## config.mk

```make
export PLATFORM = sky130hd
export DESIGN_NAME = button_gesture_and_battery_monitor
export DESIGN_NICKNAME = d
export VERILOG_FILES = /design/src/design/bgbm_pkg.sv /design/src/design/bgbm_gesture.sv /design/src/design/bgbm_battery.sv /design/src/design/button_gesture_and_battery_monitor.sv
export SDC_FILE = /design/constraint.sdc
export NUM_CORES = 1
export LEC_CHECK = 0
export BUFFER_PORTS_ARGS = -buffer_cell sky130_fd_sc_hd__buf_2
export CORE_MARGIN = 4
export CORE_UTILIZATION = 30
export CTS_BUF_LIST = sky130_fd_sc_hd__clkbuf_8 sky130_fd_sc_hd__clkbuf_16
export CTS_CLUSTER_SIZE = 16
export DETAILED_ROUTE_END_ITERATION = 6
export PLACE_DENSITY = 0.46
export SYNTH_ARGS = -nofsm -noshare
export SYNTH_HDL_FRONTEND = slang
export SYNTH_HIERARCHICAL = 1
export SYNTH_SLANG_ARGS = --single-unit
```

## constraint.sdc

```tcl
create_clock -name clock -period 8.15 [get_ports clock]
set_clock_uncertainty 0.1 [all_clocks]
set_input_delay 1.63 -clock clock [delete_from_list [all_inputs] [get_ports clock]]
set_output_delay 1.63 -clock clock [all_outputs]
set_load 0.02 [all_outputs]
```

## src/design/bgbm_pkg.sv

```systemverilog
`timescale 1ns / 1ps
// ----------------------------------------------------------------------------
// bgbm_pkg
// types and constants shared by the button gesture and battery monitor
// ----------------------------------------------------------------------------
package bgbm_pkg;

   localparam int unsigned CsrDataWidth = 16;
   localparam int unsigned CsrIndexWidth = 3;

   typedef enum logic [CsrIndexWidth-1:0] {
      CSR_LONG_PRESS_MS        = 3'd0,
      CSR_POWER_OFF_HOLDOFF_MS = 3'd1,
      CSR_CLICK_MAX_MS         = 3'd2,
      CSR_CLICK_MIN_MS         = 3'd3,
      CSR_CLICK_GAP_MS         = 3'd4,
      CSR_CLICK_TIMEOUT_MS     = 3'd5,
      CSR_BATTERY_PERIOD_TICKS = 3'd6,
      CSR_BATTERY_EMPTY_MV     = 3'd7
   } csr_index_type;

   localparam logic [15:0] LongPressReset   = 16'd2000;
   localparam logic [15:0] HoldoffReset     = 16'd10000;
   localparam logic [15:0] ClickMaxReset    = 16'd500;
   localparam logic [15:0] ClickMinReset    = 16'd20;
   localparam logic [15:0] ClickGapReset    = 16'd500;
   localparam logic [15:0] ClickTimeoutReset = 16'd400;
   localparam logic [15:0] BattPeriodReset  = 16'd100;
   localparam logic [13:0] BattEmptyReset   = 14'd3200;
   localparam logic [6:0]  BattLevelReset   = 7'd100;
   localparam logic [6:0]  BattLevelFull    = 7'd100;
   // mV above empty at which the level saturates (10 mV per percent)
   localparam logic [13:0] BattFullSpanMv   = 14'd1000;

   typedef struct packed {
      logic [15:0] long_press_ms;
      logic [15:0] power_off_holdoff_ms;
      logic [15:0] click_max_ms;
      logic [15:0] click_min_ms;
      logic [15:0] click_gap_ms;
      logic [15:0] click_timeout_ms;
      logic [15:0] battery_period_ticks;
      logic [13:0] battery_empty_mv;
   } cfg_type;

   typedef struct packed {
      logic        button_level;
      logic [31:0] now_ms;
      logic [11:0] sense_mv;
      logic        sense_valid;
   } req_type;

   typedef struct packed {
      logic       power_off;
      logic       triple_click;
      logic       double_click_restart;
      logic [6:0] battery_percent;
      logic [1:0] clicks_pending;
   } rsp_type;

   typedef struct packed {
      logic       power_off;
      logic       triple_click;
      logic       double_click_restart;
      logic [1:0] clicks_pending;
   } gesture_type;

endpackage

```

## src/design/bgbm_gesture.sv

```systemverilog
`timescale 1ns / 1ps
// ----------------------------------------------------------------------------
// bgbm_gesture
// press tracking, long-press power-off and click run detection
// ----------------------------------------------------------------------------
module bgbm_gesture (
   input  logic                  clock,
   input  logic                  reset,
   input  logic                  step,
   input  logic                  button_level,
   input  logic [31:0]           now_ms,
   input  bgbm_pkg::cfg_type     cfg,
   output bgbm_pkg::gesture_type gesture
);

   logic [31:0] press_start_ff, press_start_in;
   logic [31:0] last_release_ff, last_release_in;
   logic [1:0]  click_count_ff, click_count_in;

   logic [31:0] held_ms;
   logic [31:0] since_release_ms;
   logic [31:0] idle_ms;
   logic        released_now;
   logic        is_click;
   logic        p_off;
   logic        triple;
   logic        restart;
   logic [1:0]  count_tmp;

   assign held_ms = now_ms - press_start_ff;
   assign since_release_ms = now_ms - last_release_ff;
   assign is_click = (held_ms < {16'd0, cfg.click_max_ms}) &&
                     (held_ms > {16'd0, cfg.click_min_ms});

   always_comb begin
      press_start_in  = press_start_ff;
      last_release_in = last_release_ff;
      count_tmp       = click_count_ff;
      released_now    = 1'b0;
      p_off           = 1'b0;
      triple          = 1'b0;
      if (button_level) begin
         if (press_start_ff == 32'd0) begin
            press_start_in = now_ms;
         end else if (held_ms > {16'd0, cfg.long_press_ms}) begin
            p_off          = 1'b1;
            press_start_in = now_ms + {16'd0, cfg.power_off_holdoff_ms};
         end
      end else begin
         press_start_in = 32'd0;
         // a start still in the future (after holdoff) counts nothing
         if (press_start_ff != 32'd0 && press_start_ff <= now_ms && is_click) begin
            released_now    = 1'b1;
            last_release_in = now_ms;
            if (click_count_ff == 2'd0 ||
                since_release_ms < {16'd0, cfg.click_gap_ms}) begin
               count_tmp = click_count_ff + 2'd1;
               if (count_tmp == 2'd3) begin
                  triple    = 1'b1;
                  count_tmp = 2'd0;
               end
            end else begin
               count_tmp = 2'd1;
            end
         end
      end
   end

   // time since the last release after this tick's update
   assign idle_ms = released_now ? 32'd0 : since_release_ms;

   always_comb begin
      click_count_in = count_tmp;
      restart        = 1'b0;
      if (count_tmp != 2'd0 && idle_ms >= {16'd0, cfg.click_timeout_ms}) begin
         restart        = (count_tmp == 2'd2);
         click_count_in = 2'd0;
      end
   end

   always_ff @(posedge clock) begin
      if (reset) begin
         press_start_ff  <= 32'd0;
         last_release_ff <= 32'd0;
         click_count_ff  <= 2'd0;
      end else if (step) begin
         press_start_ff  <= press_start_in;
         last_release_ff <= last_release_in;
         click_count_ff  <= click_count_in;
      end
   end

   assign gesture.power_off            = p_off;
   assign gesture.triple_click         = triple;
   assign gesture.double_click_restart = restart;
   assign gesture.clicks_pending       = click_count_in;

endmodule

```

## src/design/bgbm_battery.sv

```systemverilog
`timescale 1ns / 1ps
// ----------------------------------------------------------------------------
// bgbm_battery
// periodic battery sample evaluation and percent conversion
// ----------------------------------------------------------------------------
module bgbm_battery (
   input  logic              clock,
   input  logic              reset,
   input  logic              step,
   input  logic [11:0]       sense_mv,
   input  logic              sense_valid,
   input  bgbm_pkg::cfg_type cfg,
   output logic [6:0]        battery_percent
);

   logic [15:0] tick_count_ff, tick_count_in;
   logic [6:0]  level_ff, level_in;
   logic [15:0] tick_next;
   logic [12:0] batt_mv;
   logic [13:0] above_empty;
   logic [17:0] scaled;
   logic [6:0]  pct;

   assign tick_next   = tick_count_ff + 16'd1;
   assign batt_mv     = {sense_mv, 1'b0};
   assign above_empty = {1'b0, batt_mv} - cfg.battery_empty_mv;
   // divide by 10 as multiply by 205 and shift by 11, exact below 1029
   assign scaled      = above_empty[9:0] * 8'd205;

   always_comb begin
      if ({1'b0, batt_mv} < cfg.battery_empty_mv) begin
         pct = 7'd0;
      end else if (above_empty >= bgbm_pkg::BattFullSpanMv) begin
         pct = bgbm_pkg::BattLevelFull;
      end else begin
         pct = scaled[17:11];
      end
   end

   always_comb begin
      tick_count_in = tick_next;
      level_in      = level_ff;
      if (tick_next >= cfg.battery_period_ticks) begin
         tick_count_in = 16'd0;
         if (sense_valid && sense_mv != 12'd0) begin
            level_in = pct;
         end
      end
   end

   always_ff @(posedge clock) begin
      if (reset) begin
         tick_count_ff <= 16'd0;
         level_ff      <= bgbm_pkg::BattLevelReset;
      end else if (step) begin
         tick_count_ff <= tick_count_in;
         level_ff      <= level_in;
      end
   end

   assign battery_percent = level_in;

endmodule

```

## src/design/button_gesture_and_battery_monitor.sv

```systemverilog
`timescale 1ns / 1ps
// ----------------------------------------------------------------------------
// button_gesture_and_battery_monitor
// button multi-click and long-press detector with battery level tracking
// ----------------------------------------------------------------------------
// One request is one periodic tick (button level, millisecond time, battery
// sample) and yields exactly one response with the gesture pulses, the click
// count and the battery percent after that tick. A request is registered,
// evaluated by compare-and-update logic and the result is held in an output
// register, so the block accepts one request per clock while the response
// is not stalled, and a response is valid once its request has passed both
// registers; a stalled response holds the pipe, with the input register
// still taking one more request. The user must write settings through the
// csr port only while no request is in flight; the block does not enforce
// it. Settings reset to the documented defaults.
module button_gesture_and_battery_monitor (
   input  logic                 clock,
   input  logic                 reset,
   input  logic                 req_valid,
   output logic                 req_ready,
   input  bgbm_pkg::req_type    req_data,
   output logic                 rsp_valid,
   input  logic                 rsp_ready,
   output bgbm_pkg::rsp_type    rsp_data,
   input  logic                 csr_write,
   input  logic [2:0]           csr_index,
   input  logic [15:0]          csr_wdata
);

   bgbm_pkg::cfg_type     cfg_ff;
   bgbm_pkg::req_type     req_ff;
   bgbm_pkg::rsp_type     rsp_ff, rsp_in;
   bgbm_pkg::gesture_type gesture;
   logic                  req_valid_ff;
   logic                  rsp_valid_ff;
   logic                  advance;
   logic [6:0]            battery_percent;

   // move the registered request into the response register
   assign advance   = req_valid_ff && (!rsp_valid_ff || rsp_ready);
   assign req_ready = !req_valid_ff || advance;

   always_ff @(posedge clock) begin
      if (reset) begin
         cfg_ff.long_press_ms        <= bgbm_pkg::LongPressReset;
         cfg_ff.power_off_holdoff_ms <= bgbm_pkg::HoldoffReset;
         cfg_ff.click_max_ms         <= bgbm_pkg::ClickMaxReset;
         cfg_ff.click_min_ms         <= bgbm_pkg::ClickMinReset;
         cfg_ff.click_gap_ms         <= bgbm_pkg::ClickGapReset;
         cfg_ff.click_timeout_ms     <= bgbm_pkg::ClickTimeoutReset;
         cfg_ff.battery_period_ticks <= bgbm_pkg::BattPeriodReset;
         cfg_ff.battery_empty_mv     <= bgbm_pkg::BattEmptyReset;
      end else if (csr_write) begin
         case (bgbm_pkg::csr_index_type'(csr_index))
            bgbm_pkg::CSR_LONG_PRESS_MS:        cfg_ff.long_press_ms <= csr_wdata;
            bgbm_pkg::CSR_POWER_OFF_HOLDOFF_MS: cfg_ff.power_off_holdoff_ms <= csr_wdata;
            bgbm_pkg::CSR_CLICK_MAX_MS:         cfg_ff.click_max_ms <= csr_wdata;
            bgbm_pkg::CSR_CLICK_MIN_MS:         cfg_ff.click_min_ms <= csr_wdata;
            bgbm_pkg::CSR_CLICK_GAP_MS:         cfg_ff.click_gap_ms <= csr_wdata;
            bgbm_pkg::CSR_CLICK_TIMEOUT_MS:     cfg_ff.click_timeout_ms <= csr_wdata;
            bgbm_pkg::CSR_BATTERY_PERIOD_TICKS: cfg_ff.battery_period_ticks <= csr_wdata;
            bgbm_pkg::CSR_BATTERY_EMPTY_MV:     cfg_ff.battery_empty_mv <= csr_wdata[13:0];
            default: ;
         endcase
      end
   end

   always_ff @(posedge clock) begin
      if (reset) begin
         req_valid_ff <= 1'b0;
      end else if (req_ready) begin
         req_valid_ff <= req_valid;
      end
   end

   always_ff @(posedge clock) begin
      if (req_valid && req_ready) begin
         req_ff <= req_data;
      end
   end

   bgbm_gesture u_gesture (
      .clock        (clock),
      .reset        (reset),
      .step         (advance),
      .button_level (req_ff.button_level),
      .now_ms       (req_ff.now_ms),
      .cfg          (cfg_ff),
      .gesture      (gesture)
   );

   bgbm_battery u_battery (
      .clock           (clock),
      .reset           (reset),
      .step            (advance),
      .sense_mv        (req_ff.sense_mv),
      .sense_valid     (req_ff.sense_valid),
      .cfg             (cfg_ff),
      .battery_percent (battery_percent)
   );

   always_comb begin
      rsp_in.power_off            = gesture.power_off;
      rsp_in.triple_click         = gesture.triple_click;
      rsp_in.double_click_restart = gesture.double_click_restart;
      rsp_in.battery_percent      = battery_percent;
      rsp_in.clicks_pending       = gesture.clicks_pending;
   end

   always_ff @(posedge clock) begin
      if (reset) begin
         rsp_valid_ff <= 1'b0;
      end else if (advance) begin
         rsp_valid_ff <= 1'b1;
      end else if (rsp_ready) begin
         rsp_valid_ff <= 1'b0;
      end
   end

   always_ff @(posedge clock) begin
      if (advance) begin
         rsp_ff <= rsp_in;
      end
   end

   assign rsp_valid = rsp_valid_ff;
   assign rsp_data  = rsp_ff;

endmodule

```

# After elaboration in Yosys (flattened, before gate mapping)
# Index checks and enable logic that the tools add are counted.
word_totals:
  in_bits: 70
  wordCells: 104
  out_inout_bits: 14
  n_memories: 0
  ff_bits: 275
  ramBits: 0
  romBits: 0
  latch_bits: 0
op_classes:
  reduce_logical: 31
  shift: 0
  eq_ne: 10
  n_mux: 20
  add_sub_neg: 6
  n_div: 0
  n_mul: 1
  n_lt_le_gt_ge: 9
  bitwise_logic: 3
ops:
  columns: ["operator", "n"]
  rows:
  - ["$mux 32", 4]
  - ["$gt 32x16->1", 2]
  - ["$lt 32x16->1", 2]
  - ["$sub 32x32->32", 2]
  - ["$add 32x16->32", 1]
  - ["$ge 32x16->1", 1]
  - ["$le 32x32->1", 1]
  - ["$logic_not 32->1", 1]
  - ["$reduce_bool 32->1", 1]
  - ["$mux 7", 4]
  - ["$mul 10x8->18 const B", 1]
  - ["$reduce_and 2->1", 9]
  - ["$add 16x1->16 const B", 1]
  - ["$ge 16x16->1", 1]
  - ["$mux 16", 1]
  - ["$ge 14x10->1 const B", 1]
  - ["$lt 13x14->1", 1]
  - ["$sub 13x14->14", 1]
  - ["$eq 3x3->1 const B", 4]
  - ["$reduce_bool 12->1", 1]
  - ["$mux 2", 5]
  - ["$logic_and 1x1->1", 7]
  - ["$eq 3x2->1 const B", 2]
  - ["$mux 1", 6]
  - ["other kinds (13)", 20]

# Logic depth before layout (Yosys ltp)
# Gate-level depths: netlist of run 1.
logic_depth:
  word_depth: 10
  mapped_depth: 34
  depth_no_buf: 31

# By module
# The synthesis of run 1 kept the hierarchy.
by_module_without_submodules:
  columns: ["mod", "seq_area_each_um2", "area_per_inst_um2", "instances", "cells_each"]
  rows:
  - ["bgbm_gesture", 1321.3, 9955.8, 1, 1380]
  - ["button_gesture_and_battery_monitor", 4304.1, 6765.2, 1, 524]
  - ["bgbm_battery", 460.4, 3882.5, 1, 488]

# Worst setup path after synthesis of run 1
# OpenSTA, ideal clock, no wires.
synth_path:
  path_kind: "register to register"
  start: "register req_ff[14] (netlist name)"
  end: "register rsp_ff, in the netlist rsp_data[9], data pin"
  setup_slack_ns: 1.561
  n_path_buf: 3
  stages_incl_launch_ff: 34
  t_required_ns: 7.799
  setup_ns: 0.251
  synth_period_minus_slack_ns: 6.589
  arrival_ns: 6.237
  path_cell_list: "edfxtp_1 > inv_1 > fa_1 > nand2b_1 > a21o_1 > o2bb2ai_1 > o21a_1 > o21ai_0 > xor2_1 > ha_1 > nand4_1 > a211oi_1 > o31ai_1 > o311ai_0 > nor4_1 > o221ai_1 > or4_1 > nor2_1 > buf_4 > clkbuf_1 > or2_2 > ha_1 > nand2b_1 > a21o_1 > a21oi_1 > o21ai_0 > a21oi_1 > nor3_1 > o31a_1 > o21ai_0 > a21oi_1 > and3_1 > a21bo_2 > buf_4"
synth_via:
  elab_chain_len: 9
  word_cells_on_any_way: 20
  classes_between: "add/sub (2); order compare (5); eq/ne (1); mux (6); reduce/logical (6)"
synth_rtl:
  columns: ["element", "line", "text"]
  rows:
  - ["start: declaration", "button_gesture_and_battery_monitor.sv:31", "bgbm_pkg::req_type req_ff;"]
  - ["start signal: assignment", "button_gesture_and_battery_monitor.sv:78", "req_ff <= req_data;"]
  - ["$sub 32x32->32", "bgbm_gesture.sv:30", "assign held_ms = now_ms - press_start_ff;"]
  - ["$lt 32x16->1 or $gt 32x16->1 (tied branches)", "bgbm_gesture.sv:32, bgbm_gesture.sv:33", null]
  - ["$logic_and 1x1->1", "bgbm_gesture.sv:32", "assign is_click = (held_ms < {16'd0, cfg.click_max_ms}) &&"]
  - ["$logic_and 1x1->1", "bgbm_gesture.sv:52", "if (press_start_ff != 32'd0 && press_start_ff <= now_ms && is_click) begin"]
  - ["$mux 1", "bgbm_gesture.sv:52", null]
  - ["$mux 1", "bgbm_gesture.sv:42", "if (button_level) begin"]
  - ["$mux 32", "bgbm_gesture.sv:70", "assign idle_ms = released_now ? 32'd0 : since_release_ms;"]
  - ["$ge 32x16->1", "bgbm_gesture.sv:75", "if (count_tmp != 2'd0 && idle_ms >= {16'd0, cfg.click_timeout_ms}) begin"]
  - ["$logic_and 1x1->1", "bgbm_gesture.sv:75", null]
  - ["end signal: assignment", "button_gesture_and_battery_monitor.sv:122", "rsp_ff <= rsp_in;"]
  - ["end: declaration", "button_gesture_and_battery_monitor.sv:32", "bgbm_pkg::rsp_type rsp_ff, rsp_in;"]
# Several ways; a longest one is shown, not always the timed one.
# A chain may end at the register's enable or synchronous reset.

# Worst setup path after layout of run 1
# Ends and elaborated chain as after synthesis.

==> impl_metrics.sql, run 1 <==
INSERT INTO impl_metrics (metric_group, metric, value, unit) VALUES
('status', 'status', 'finished clean', ''),
('setup_path', 'critPathLaunchType', 'flip-flop', ''),
('layout', 'final_net_count', '2765', ''),
('power', 'p_leak', '9.94', 'nW'),
('timing', 'slew_headroom', '0.260', ''),
('power', 'pwr_density_cell', '204', 'mW/mm^2'),
('power', 'seq_power_share', '0.312', ''),
('timing', 'setup_viol', '0', ''),
('setup_path', 'reg2reg_setup_slack', '0.90', 'ns'),
('synthesis', 'edff_count_synth', '58', ''),
('power', 'vdd_ir_drop_max', '0.193', 'mV'),
('setup_path', 'max_stage_delay', '0.59', 'ns'),
('synthesis', 'netlist_area', '0.0206', 'mm^2'),
('floorplanning', 'die_area', '0.0729', 'mm^2'),
('clocking', 'cts_resized', '0', ''),
('routing', 'num_vias', '16935', ''),
('setup_path', 'ff2ff_path_depth', '30', ''),
('clocking', 'ctsHoldBuffers', '0', ''),
('setup_path', 'setup.worst_path.class', 'reg2reg', ''),
('layout', 'ratio_of_cells_with_drive_above_1_in_the_final_layout', '0.0872', ''),
('setup_path', 'critical_path.startpoint', 'req_ff[14]', ''),
('floorplanning', 'starting_density_of_the_core', '0.305', ''),
('layout', 'layout.cells.most_common', 'sky130_fd_sc_hd__inv_1', ''),
('synthesis', 'post_synthesis_net_count', '2717', ''),
('power', 'combPwrFrac', '0.327', ''),
('layout', 'multi_input_area', '0.0132', 'mm^2'),
('power', 'p_clk_frac', '0.361', ''),
('setup_path', 'cpMaxStageDelayCell', 'sky130_fd_sc_hd__or4_1', ''),
('synthesis', 'synth-warning-count', '6', ''),
('synthesis', 'synth_flop_cell', 'sky130_fd_sc_hd__dfxtp_1', ''),
('global_routing', 'first_pass_grt_wire_length', '95100', 'um'),
('clocking', 'htreeDepth', '2', ''),
('clocking', 'tritoncts', 'yes', ''),
('power', 'switching_part_of_the_total_power', '0.342', ''),
('timing', 'whs', '0.355', 'ns'),
('timing', 'final_clock_period_utilization_by_the_worst_path', '0.889', ''),
('timing', 'fmax', '138', 'MHz'),
('setup_path', 'worstPathArrival', '7.45', 'ns'),
('timing', 'total_neg_setup_slack', '0', 'ns'),
('clocking', 'clkSinkCount', '275', ''),
('setup_path', 'crit_path_end', 'rsp_data[9]', ''),
('routing', 'route.top_layer_used', 'met4', ''),
('synthesis', 'flip_flop_and_latch_count_after_synthesis', '275', ''),
('setup_path', 'critical_path.reg2reg.endpoint', 'rsp_data[9]', ''),
('power', 'internal_power', '3.09', 'mW'),
('global_routing', 'first_global_vias', '16503', ''),
('clocking', 'clock_latency', '0.55', 'ns'),
('routing', 'detail_route.wl_per_cell', '18.3', 'um'),
('global_routing', 'groute.usage.overall', '0.163', ''),
('setup_path', 'crit_path_max_fanout', '20', ''),
('setup_path', 'critPathMostFrequentCell', 'sky130_fd_sc_hd__o21ai_0', ''),
('clocking', 'cts.repair_timing.setup_buffer_count', '0', ''),
('power', 'design_power_total', '4.70', 'mW'),
('hold_path', 'min_path_type', 'reg2reg', ''),
('routing', 'wl_met3', '2210', 'um'),
('synthesis', 'synth.lib_cells_used.distinct', '101', ''),
('routing', 'drt_iter0_drc', '1057', ''),
('global_routing', 'antenna_violations_before_repair', '2', ''),
('floorplanning', 'die_y', '270', 'um'),
('routing', 'drc', '0', ''),
('layout', 'area_growth', '12.1', '%'),
('layout', 'nFillCells', '7037', ''),
('placement', 'place.gp.congestion', '0.853', ''),
('synthesis', 'async_sr_flop_fraction', '0', ''),
('timing', 'tightestPinTransition', '1.11', 'ns'),
('placement', 'post-dp-hpwl', '46900', 'um'),
('timing', 'rsz0062_at_grt', 'false', ''),
('setup_path', 'crit_required', '8.35', 'ns'),
('timing', 'final-max-slew-violation-count', '0', ''),
('routing', 'wl_met2', '27500', 'um'),
('layout', 'final_cell_mix', '250 x sky130_fd_sc_hd__inv_1, 235 x sky130_fd_sc_hd__ha_1, 217 x sky130_fd_sc_hd__dfxtp_1, 169 x sky130_fd_sc_hd__nor2_1, 164 x sky130_fd_sc_hd__mux2i_1', '');
==> synthesized netlist by cell type (5+ instances only) <==
library cell	instances	area share
sky130_fd_sc_hd__o21a_1	22	0.0080
sky130_fd_sc_hd__nor2b_1	37	0.011
sky130_fd_sc_hd__buf_2	27	0.0066
sky130_fd_sc_hd__xor2_1	37	0.016
sky130_fd_sc_hd__nor3_1	28	0.0068
sky130_fd_sc_hd__a22o_1	5	0.0021
sky130_fd_sc_hd__and4_1	5	0.0021
sky130_fd_sc_hd__o211ai_1	18	0.0066
sky130_fd_sc_hd__xnor2_1	63	0.027
sky130_fd_sc_hd__a21o_1	42	0.015
sky130_fd_sc_hd__fa_1	20	0.019
sky130_fd_sc_hd__clkbuf_1	49	0.0089
sky130_fd_sc_hd__or4_1	8	0.0029
sky130_fd_sc_hd__nand2_1	145	0.026
sky130_fd_sc_hd__a21oi_1	162	0.039
sky130_fd_sc_hd__o41ai_1	5	0.0021
sky130_fd_sc_hd__buf_1	5	0.00091
sky130_fd_sc_hd__or2_2	15	0.0046
sky130_fd_sc_hd__nand4_1	34	0.010
sky130_fd_sc_hd__and3_1	17	0.0052
sky130_fd_sc_hd__a211o_1	5	0.0021
sky130_fd_sc_hd__a31oi_1	8	0.0024
sky130_fd_sc_hd__and2_1	16	0.0049
sky130_fd_sc_hd__nand4b_1	10	0.0043
sky130_fd_sc_hd__nand3b_1	11	0.0040
sky130_fd_sc_hd__buf_4	7	0.0026
sky130_fd_sc_hd__nor4_1	27	0.0082
sky130_fd_sc_hd__nand2b_1	135	0.041
sky130_fd_sc_hd__edfxtp_1	58	0.085
sky130_fd_sc_hd__inv_1	246	0.045
sky130_fd_sc_hd__mux2i_1	164	0.080
sky130_fd_sc_hd__nor2_1	170	0.031
sky130_fd_sc_hd__nand3_1	64	0.016
sky130_fd_sc_hd__o31ai_1	8	0.0029
sky130_fd_sc_hd__o21bai_1	11	0.0040
sky130_fd_sc_hd__or3_1	16	0.0049
sky130_fd_sc_hd__a21boi_0	5	0.0018
sky130_fd_sc_hd__ha_1	235	0.14
sky130_fd_sc_hd__dfxtp_1	217	0.21
sky130_fd_sc_hd__o31a_1	6	0.0026
sky130_fd_sc_hd__o21ai_0	99	0.024
sky130_fd_sc_hd__a211oi_1	18	0.0066
==> routing by layer <==
layer | up-vias | GRT usage
met5 | - | 0
met4 | 0 | 0.0340
met3 | 56 | 0.0189
met2 | 295 | 0.267
met1 | 8071 | 0.231
li1 | 8513 | -
==> critical path, delay by kind of cell (launching register included) <==
kind | cells | cell delay [ns]
AOI/OAI and AO/OA | 15 | 2.87
buffers and inverters | 2 | 0.41
adders and majority gates | 3 | 0.98
xor gates and xnor gates | 1 | 0.31
DFF | 1 | 0.53
and+or+nand+nor | 9 | 1.81
==> power by group through the flow <==
stage / clock network, mW / logic, mW / registers [mW]
finish: 1.69 / 1.54 / 1.47
global placement: 0 / 1.52 / 1.50
floorplan: 0 / 1.14 / 1.49
CTS: 1.75 / 1.56 / 1.47
detailed placement: 0 / 1.54 / 1.50
global route: 1.81 / 1.77 / 1.47
==> stage by stage <==
step | worst slack (ns) | cells | utilization
6_report | 0.905 | 3341 | 0.342
5_1_grt | 0.332 | 3340 | 0.341
4_1_cts | 0.881 | 3340 | 0.341
3_5_place_dp | 0.941 | 3275 | 0.323
3_3_place_gp | 1.01 | 3275 | 0.323
2_1_floorplan | 1.56 | 2392 | -
==> worst min-delay path by stage <==
stage,start,endpoint,slack (ns),cells past startpoint
3_5_place_dp,u_battery/level_ff[0],u_battery/level_ff[0],0.35,2
3_3_place_gp,req_valid_ff,rsp_valid,0.34,2
5_1_grt,u_battery/level_ff[0],u_battery/level_ff[0],0.37,2
6_report,u_battery/level_ff[4],u_battery/level_ff[4],0.36,2
2_1_floorplan,u_battery/level_ff[2],u_battery/level_ff[2],0.33,2
4_1_cts,u_battery/level_ff[0],u_battery/level_ff[0],0.36,2
==> sequential cells by signal (all words and copies together), names as in the netlist <==
signal,flops
cfg_ff,126
req_ff,46
rsp_data,12
rsp_valid,1
req_valid_ff,1
u_battery/tick_count_ff,16
u_battery/level_ff,7
u_gesture/click_count_ff,2
u_gesture/press_start_ff,32
u_gesture/last_release_ff,32
==> final cells by class <==
cell class | count | share of cell area
Tap cell | 873 | 0.0473
Timing Repair Buffer | 102 | 0.0244
Clock inverter | 26 | 0.0134
Multi-Input combinational cell | 1779 | 0.571
Sequential cell | 275 | 0.263
Antenna cell | 1 | 0.000108
Clock buffer | 39 | 0.0408
Inverter | 246 | 0.0400
==> cells by family (layout without fill, tap and decap cells) <==
group / after synthesis / in the layout / share of synthesized area
other cells: 0 / 1 / 0
compound gates: 487 / 487 / 0.154
fa+ha+maj: 255 / 255 / 0.162
simple gates: 770 / 770 / 0.198
mux: 167 / 167 / 0.0813
xor+xnor: 100 / 100 / 0.0425
flops: 275 / 275 / 0.295
buf+inv: 338 / 413 / 0.0660
Power figures use the tool's default switching activity.
==> run 2, diff against run 1 <==
--- a/config.mk
+++ b/config.mk
@@ -11,7 +11,8 @@
 export CTS_BUF_LIST = sky130_fd_sc_hd__clkbuf_8 sky130_fd_sc_hd__clkbuf_16
 export CTS_CLUSTER_SIZE = 16
 export DETAILED_ROUTE_END_ITERATION = 6
-export PLACE_DENSITY = 0.46
+export GPL_TIMING_DRIVEN = 1
+export PLACE_DENSITY_LB_ADDON = 0.2
 export SYNTH_ARGS = -nofsm -noshare
 export SYNTH_HDL_FRONTEND = slang
 export SYNTH_HIERARCHICAL = 1
==> run 2 against run 1 <==
  * Non-clock buffer count is 2 lower
  * Sequential cell count stayed put
  * Fmax is 1.5% lower
  * Worst setup slack worse by 0.11 ns
  * Cell count stayed put
  * First-iteration DRC count is 2.0% lower
==> impl_metrics.sql, run 2 (synthesis gave the netlist of run 1 again) <==
INSERT INTO impl_metrics (metric_group, metric, value, unit) VALUES
('status', 'status', 'finished clean', ''),
('routing', 'dr.pass1.iters', '5', ''),
('layout', 'ratio_of_cells_with_drive_above_1_in_the_final_layout', '0.0824', ''),
('routing', 'drc', '0', ''),
('timing', 'rsz0062_at_grt', 'false', ''),
('clocking', 'htreeDepth', '2', ''),
('timing', 'final_clock_period_utilization_by_the_worst_path', '0.903', ''),
('setup_path', 'cpMaxStageDelayCell', 'sky130_fd_sc_hd__or4_1', ''),
('routing', 'num_vias', '16937', ''),
('power', 'combPwrFrac', '0.333', ''),
('placement', 'placement.io_buffers', '83', ''),
('placement', 'place.gp.congestion', '0.857', ''),
('hold_path', 'min_path_type', 'reg2reg', ''),
('clocking', 'ctsLongestPathBuffers', '3', ''),
('timing', 'total_neg_setup_slack', '0', 'ns'),
('global_routing', 'grt_overflow_total', '0', ''),
('clocking', 'cts.repair_timing.setup_buffer_count', '0', ''),
('power', 'internal_power', '2.98', 'mW'),
('floorplanning', 'design.core.area', '0.0676', 'mm^2'),
('floorplanning', 'die_w', '270', 'um'),
('layout', 'final_net_count', '2763', ''),
('power', 'p_leak', '9.90', 'nW'),
('clocking', 'cts.root.buffer_cell', 'sky130_fd_sc_hd__clkbuf_16', ''),
('layout', 'largest_registers', 'cfg_ff x126, req_ff x46', ''),
('global_routing', 'largest_net_degree_at_the_start_of_global_routing', '108', ''),
('clocking', 'clkSinkCount', '275', ''),
('clocking', 'number_of_cts_inserted_buffers', '36', ''),
('setup_path', 'timing.critical_path.to_type', 'flip-flop', ''),
('clocking', 'clock_latency', '0.55', 'ns'),
('power', 'p_sw', '1.58', 'mW'),
('global_routing', 'antenna_violations_before_repair', '4', ''),
('setup_path', 'crit_path_max_fanout', '20', ''),
('timing', 'slew_headroom', '0.257', ''),
('routing', 'final_antenna_net_count', '0', ''),
('floorplanning', 'die_area', '0.0729', 'mm^2'),
('setup_path', 'worstPathArrival', '7.55', 'ns'),
('hold_path', 'hold_path_cells', '2', ''),
('setup_path', 'setup.worst_path.class', 'reg2reg', ''),
('global_routing', 'first_global_vias', '16422', ''),
('timing', 'tightestPinTransition', '1.11', 'ns'),
('layout', 'layout.cells.most_common', 'sky130_fd_sc_hd__inv_1', ''),
('timing', 'final-max-slew-violation-count', '0', ''),
('routing', 'detail_route.wl_per_cell', '18.0', 'um'),
('power', 'pwr_density_cell', '198', 'mW/mm^2'),
('layout', 'largest_register_ff_count', '126', ''),
('setup_path', 'ff2ff_path_depth', '31', ''),
('power', 'switching_part_of_the_total_power', '0.347', ''),
('floorplanning', 'starting_density_of_the_core', '0.305', ''),
('power', 'p_clk_frac', '0.344', ''),
('floorplanning', 'die_y', '270', 'um'),
('setup_path', 'max_stage_delay', '0.58', 'ns'),
('setup_path', 'critPathLaunchType', 'flip-flop', ''),
('timing', 'final-hold-violation-count', '0', ''),
('timing', 'setup_viol', '0', ''),
('flow_run', 'drv_cap', '0', ''),
('floorplanning', 'fp-row-count', '95', ''),
('placement', 'post-dp-hpwl', '46500', 'um'),
('timing', 'fmax', '136', 'MHz'),
('routing', 'totalWireLength', '60000', 'um'),
('layout', 'final_cell_mix', '258 x sky130_fd_sc_hd__inv_1, 235 x sky130_fd_sc_hd__ha_1, 217 x sky130_fd_sc_hd__dfxtp_1, 169 x sky130_fd_sc_hd__nor2_1, 164 x sky130_fd_sc_hd__mux2i_1', ''),
('clocking', 'cts_resized', '0', ''),
('clocking', 'clk_transition_reported_paths', '0.06', 'ns'),
('timing', 'minimum_clock_period_after_layout', '7.36', 'ns'),
('power', 'seq_power_share', '0.322', ''),
('global_routing', 'groute.usage.overall', '0.160', ''),
('floorplanning', 'top_level_ports', '84', ''),
('setup_path', 'crit_required', '8.34', 'ns'),
('routing', 'drt_iter0_drc', '1036', ''),
('layout', 'area_growth', '11.6', '%'),
('layout', 'finalInstanceArea', '0.0230', 'mm^2'),
('clocking', 'ctsHoldBuffers', '0', ''),
('clocking', 'tritoncts', 'yes', ''),
('power', 'vdd_ir_drop_max', '0.147', 'mV'),
('routing', 'viasPerCell', '5.07', ''),
('placement', 'detailed_place.area', '0.0218', 'mm^2'),
('global_routing', 'first_pass_grt_wire_length', '93800', 'um'),
('layout', 'largest_register', 'cfg_ff', '');
-- run 2: cell count changes in the layout (fill, tap and decap cells not counted) --
cell / change
sky130_fd_sc_hd__buf_4: -2
sky130_fd_sc_hd__bufinv_16: -3
sky130_fd_sc_hd__clkbuf_16: +1
sky130_fd_sc_hd__clkbuf_8: -3
sky130_fd_sc_hd__clkinv_1: +2
sky130_fd_sc_hd__clkinv_2: -3
sky130_fd_sc_hd__clkinv_4: -2
sky130_fd_sc_hd__clkinvlp_4: +1
sky130_fd_sc_hd__diode_2: +2
sky130_fd_sc_hd__inv_1: +8
sky130_fd_sc_hd__inv_6: -1
-- run 2: stage by stage --
step            util  hold slack, ns  power (mW)  setup WS (ns)  std cells
4_1_cts        0.340           0.355        4.63          0.839       3338
3_3_place_gp   0.323           0.340        3.01           1.01       3273
2_1_floorplan      -           0.332        2.63           1.56       2392
6_report       0.340           0.355        4.56          0.793       3341
5_1_grt        0.340           0.380        4.91          0.253       3338
3_5_place_dp   0.323           0.347        3.03          0.872       3273
-- run 2: area by class of cell --
class,count,area (um^2)
repair buffers,100,549
well taps,873,1090
diodes,3,7.51
clock inverters,28,223
flip-flops and latches,275,6090
clock buffers,37,926
fillers,7079,44600
multi-input cells,1779,13200
inverters,246,923
-- run 2: power groups by stage --
| stage | registers (mW) | clock network, mW | logic, mW |
|---|---|---|---|
| after global routing | 1.47 | 1.67 | 1.77 |
| final | 1.47 | 1.57 | 1.52 |
| after floorplan | 1.49 | 0 | 1.14 |
| after CTS | 1.47 | 1.62 | 1.54 |
| after global placement | 1.50 | 0 | 1.51 |
| after detailed placement | 1.50 | 0 | 1.53 |
-- run 2: worst max-delay path: cells and delay by family, from the launching register on --
family,cells,cell delay (ns)
buf+inv,2,0.41
compound gates,16,2.93
xor+xnor,1,0.32
simple gates,9,1.82
fa+ha+maj,3,0.99
flops,1,0.53
-- run 2: worst paths after layout --
path	slack (ns)	endpoint	start
setup reg to reg	0.79	rsp_data[9]	req_ff[14]
hold reg to reg	0.35	u_battery/level_ff[4]	u_battery/level_ff[4]
setup / recovery	0.79	rsp_data[9]	req_ff[14]
hold / removal	0.35	u_battery/level_ff[4]	u_battery/level_ff[4]
-- run 2: metal layers --
layer | up-vias | track usage | wire length, um
met1 | 8040 | 0.224 | 29400
met2 | 320 | 0.258 | 26800
met4 | 0 | 0.0376 | 1250
li1 | 8514 | - | -
met3 | 63 | 0.0246 | 2600
met5 | - | 0 | 0
==> run 3, diff against run 2 <==
--- a/config.mk
+++ b/config.mk
@@ -7,7 +7,7 @@
 export LEC_CHECK = 0
 export BUFFER_PORTS_ARGS = -buffer_cell sky130_fd_sc_hd__buf_2
 export CORE_MARGIN = 4
-export CORE_UTILIZATION = 30
+export CORE_UTILIZATION = 55
 export CTS_BUF_LIST = sky130_fd_sc_hd__clkbuf_8 sky130_fd_sc_hd__clkbuf_16
 export CTS_CLUSTER_SIZE = 16
 export DETAILED_ROUTE_END_ITERATION = 6
==> run 3 against run 2 <==
  * Global-route usage is 10 points higher
  * Cell area is 2.3% lower
  * Combinational power hardly changed
  * Critical path type unchanged
  * Largest power group unchanged
==> impl_metrics.sql, run 3 (synthesis gave the netlist of run 1 again) <==
INSERT INTO impl_metrics (metric_group, metric, value, unit) VALUES
('status', 'status', 'finished clean', ''),
('clocking', 'tritoncts', 'yes', ''),
('hold_path', 'hold-path-endpoint', 'u_battery/level_ff[4]', ''),
('routing', 'dr.pass1.iters', '7', ''),
('clocking', 'ctsHoldBuffers', '0', ''),
('power', 'vdd_ir_drop_max', '0.178', 'mV'),
('layout', 'area_growth', '8.96', '%'),
('timing', 'timing.final.ws_setup', '0.808', 'ns'),
('clocking', 'cts.root.buffer_cell', 'sky130_fd_sc_hd__clkbuf_16', ''),
('global_routing', 'antenna_violations_before_repair', '0', ''),
('clocking', 'clk_transition_reported_paths', '0.06', 'ns'),
('floorplanning', 'fp-row-count', '70', ''),
('global_routing', 'largest_net_degree_at_the_start_of_global_routing', '87', ''),
('setup_path', 'cpMaxStageDelayCell', 'sky130_fd_sc_hd__or4_1', ''),
('power', 'pwr_density_cell', '203', 'mW/mm^2'),
('layout', 'largest_registers', 'cfg_ff x126, req_ff x46', ''),
('placement', 'post-dp-hpwl', '41600', 'um'),
('global_routing', 'groute.usage.overall', '0.263', ''),
('setup_path', 'worstPathArrival', '7.53', 'ns'),
('routing', 'detail_route.wl_per_cell', '18.8', 'um'),
('setup_path', 'critPathLaunchType', 'flip-flop', ''),
('hold_path', 'hold_path_cells', '2', ''),
('setup_path', 'ff2ff_path_depth', '28', ''),
('floorplanning', 'die_w', '202', 'um'),
('floorplanning', 'top_level_ports', '84', ''),
('hold_path', 'min_path_type', 'reg2reg', ''),
('routing', 'totalWireLength', '55000', 'um'),
('clocking', 'cts.repair_timing.setup_buffer_count', '0', ''),
('timing', 'final_clock_period_utilization_by_the_worst_path', '0.901', ''),
('timing', 'minimum_clock_period_after_layout', '7.34', 'ns'),
('placement', 'place.gp.congestion', '0.967', ''),
('layout', 'layout.cells.most_common', 'sky130_fd_sc_hd__inv_1', ''),
('hold_path', 'worstHoldStart', 'u_battery/level_ff[4]', ''),
('setup_path', 'reg2reg_setup_slack', '0.81', 'ns'),
('timing', 'setup_viol', '0', ''),
('global_routing', 'first_pass_grt_wire_length', '87700', 'um'),
('timing', 'total_neg_setup_slack', '0', 'ns'),
('clocking', 'number_of_cts_inserted_buffers', '34', ''),
('power', 'design_power_total', '4.55', 'mW'),
('global_routing', 'grt_overflow_total', '0', ''),
('layout', 'final_net_count', '2757', ''),
('timing', 'rsz0062_at_grt', 'false', ''),
('setup_path', 'timing.rr.start', 'req_ff[14]', ''),
('timing', 'tightestPinTransition', '1.14', 'ns'),
('layout', 'largest_register_ff_count', '126', ''),
('timing', 'final-hold-violation-count', '0', ''),
('floorplanning', 'die_area', '0.0406', 'mm^2'),
('layout', 'ratio_of_cells_with_drive_above_1_in_the_final_layout', '0.0830', ''),
('layout', 'antenna_cells', '0', ''),
('floorplanning', 'design.core.area', '0.0368', 'mm^2'),
('timing', 'final-max-slew-violation-count', '0', ''),
('setup_path', 'crit_path_max_fanout', '18', ''),
('routing', 'drc', '0', ''),
('setup_path', 'max_stage_delay', '0.60', 'ns'),
('floorplanning', 'die_y', '202', 'um'),
('global_routing', 'first_global_vias', '16945', ''),
('setup_path', 'setup.worst_path.class', 'reg2reg', ''),
('clocking', 'ctsLongestPathBuffers', '3', ''),
('layout', 'final_cell_mix', '251 x sky130_fd_sc_hd__inv_1, 235 x sky130_fd_sc_hd__ha_1, 217 x sky130_fd_sc_hd__dfxtp_1, 169 x sky130_fd_sc_hd__nor2_1, 164 x sky130_fd_sc_hd__mux2i_1', ''),
('routing', 'viasPerCell', '5.92', ''),
('clocking', 'clkSinkCount', '275', ''),
('routing', 'final_antenna_net_count', '0', ''),
('placement', 'dp_worst_setup_slack', '0.819', 'ns'),
('layout', 'largest_register', 'cfg_ff', ''),
('clocking', 'cts_resized', '0', ''),
('timing', 'slew_headroom', '0.233', ''),
('power', 'p_leak', '9.88', 'nW'),
('timing', 'fmax', '136', 'MHz'),
('setup_path', 'critical_path.reg2reg.endpoint', 'rsp_data[9]', ''),
('setup_path', 'crit_required', '8.34', 'ns'),
('flow_run', 'drv_cap', '0', ''),
('clocking', 'clock_latency', '0.55', 'ns'),
('placement', 'placement.io_buffers', '83', ''),
('clocking', 'htreeDepth', '2', ''),
('routing', 'num_vias', '17315', ''),
('setup_path', 'timing.critical_path.to_type', 'flip-flop', ''),
('timing', 'whs', '0.360', 'ns'),
('floorplanning', 'starting_density_of_the_core', '0.560', ''),
('routing', 'drt_iter0_drc', '1191', '');
## run 3: cell count changes in the layout (fill, tap and decap cells not counted), sizes merged
cell and change:
clkbuf +2, inv -3, clkinvlp -4, buf -4, diode -3, clkinv +2
## run 3: critical path: cells and delay by family (launching register included)
family | cells | cell delay [ns]
fa+ha+maj | 3 | 0.98
xor+xnor | 1 | 0.41
simple gates | 9 | 2.21
flops | 1 | 0.53
buf+inv | 2 | 0.44
compound gates | 13 | 2.42
## run 3: cell type report
type	instances	area [um^2]
clock buffer	39	942
clock inverter	23	215
fill	3208	14300
inverter	246	923
multi-input combinational	1779	13200
sequential	275	6090
tap	468	586
timing repair buffer	96	519
## run 3: stage by stage
step | std cells | util | instance area [um^2]
after floorplan | 2392 | - | 20600
after global placement | 2864 | 0.579 | 21300
after detailed placement | 2864 | 0.579 | 21300
after CTS | 2926 | 0.610 | 22500
after global routing | 2926 | 0.610 | 22500
final | 2926 | 0.610 | 22500
## run 3: routing by layer
metal  GRT usage  part of all wire
met4      0.0925             0.036
met1       0.350              0.45
met3      0.0421             0.051
met2       0.436              0.46
met5           0                 0
## run 3: power by group
| part | total, mW | internal, mW | leakage, nW | switching (mW) |
|---|---|---|---|---|
| logic | 1.52 | 0.632 | 6.98 | 0.887 |
| registers | 1.47 | 1.43 | 2.31 | 0.0412 |
| clock network | 1.56 | 0.933 | 0.597 | 0.630 |
## run 3: how the worst max path moves through the flow
| stage | startpoint | to |
|---|---|---|
| 6_report | req_ff[14] | rsp_data[9] |
| 4_1_cts | req_ff[14] | rsp_data[9] |
| 2_1_floorplan | req_ff[14] | rsp_data[9] |
| 5_1_grt | req_ff[14] | rsp_data[9] |
| 3_5_place_dp | req_ff[14] | rsp_data[9] |
| 3_3_place_gp | req_ff[14] | rsp_data[9] |
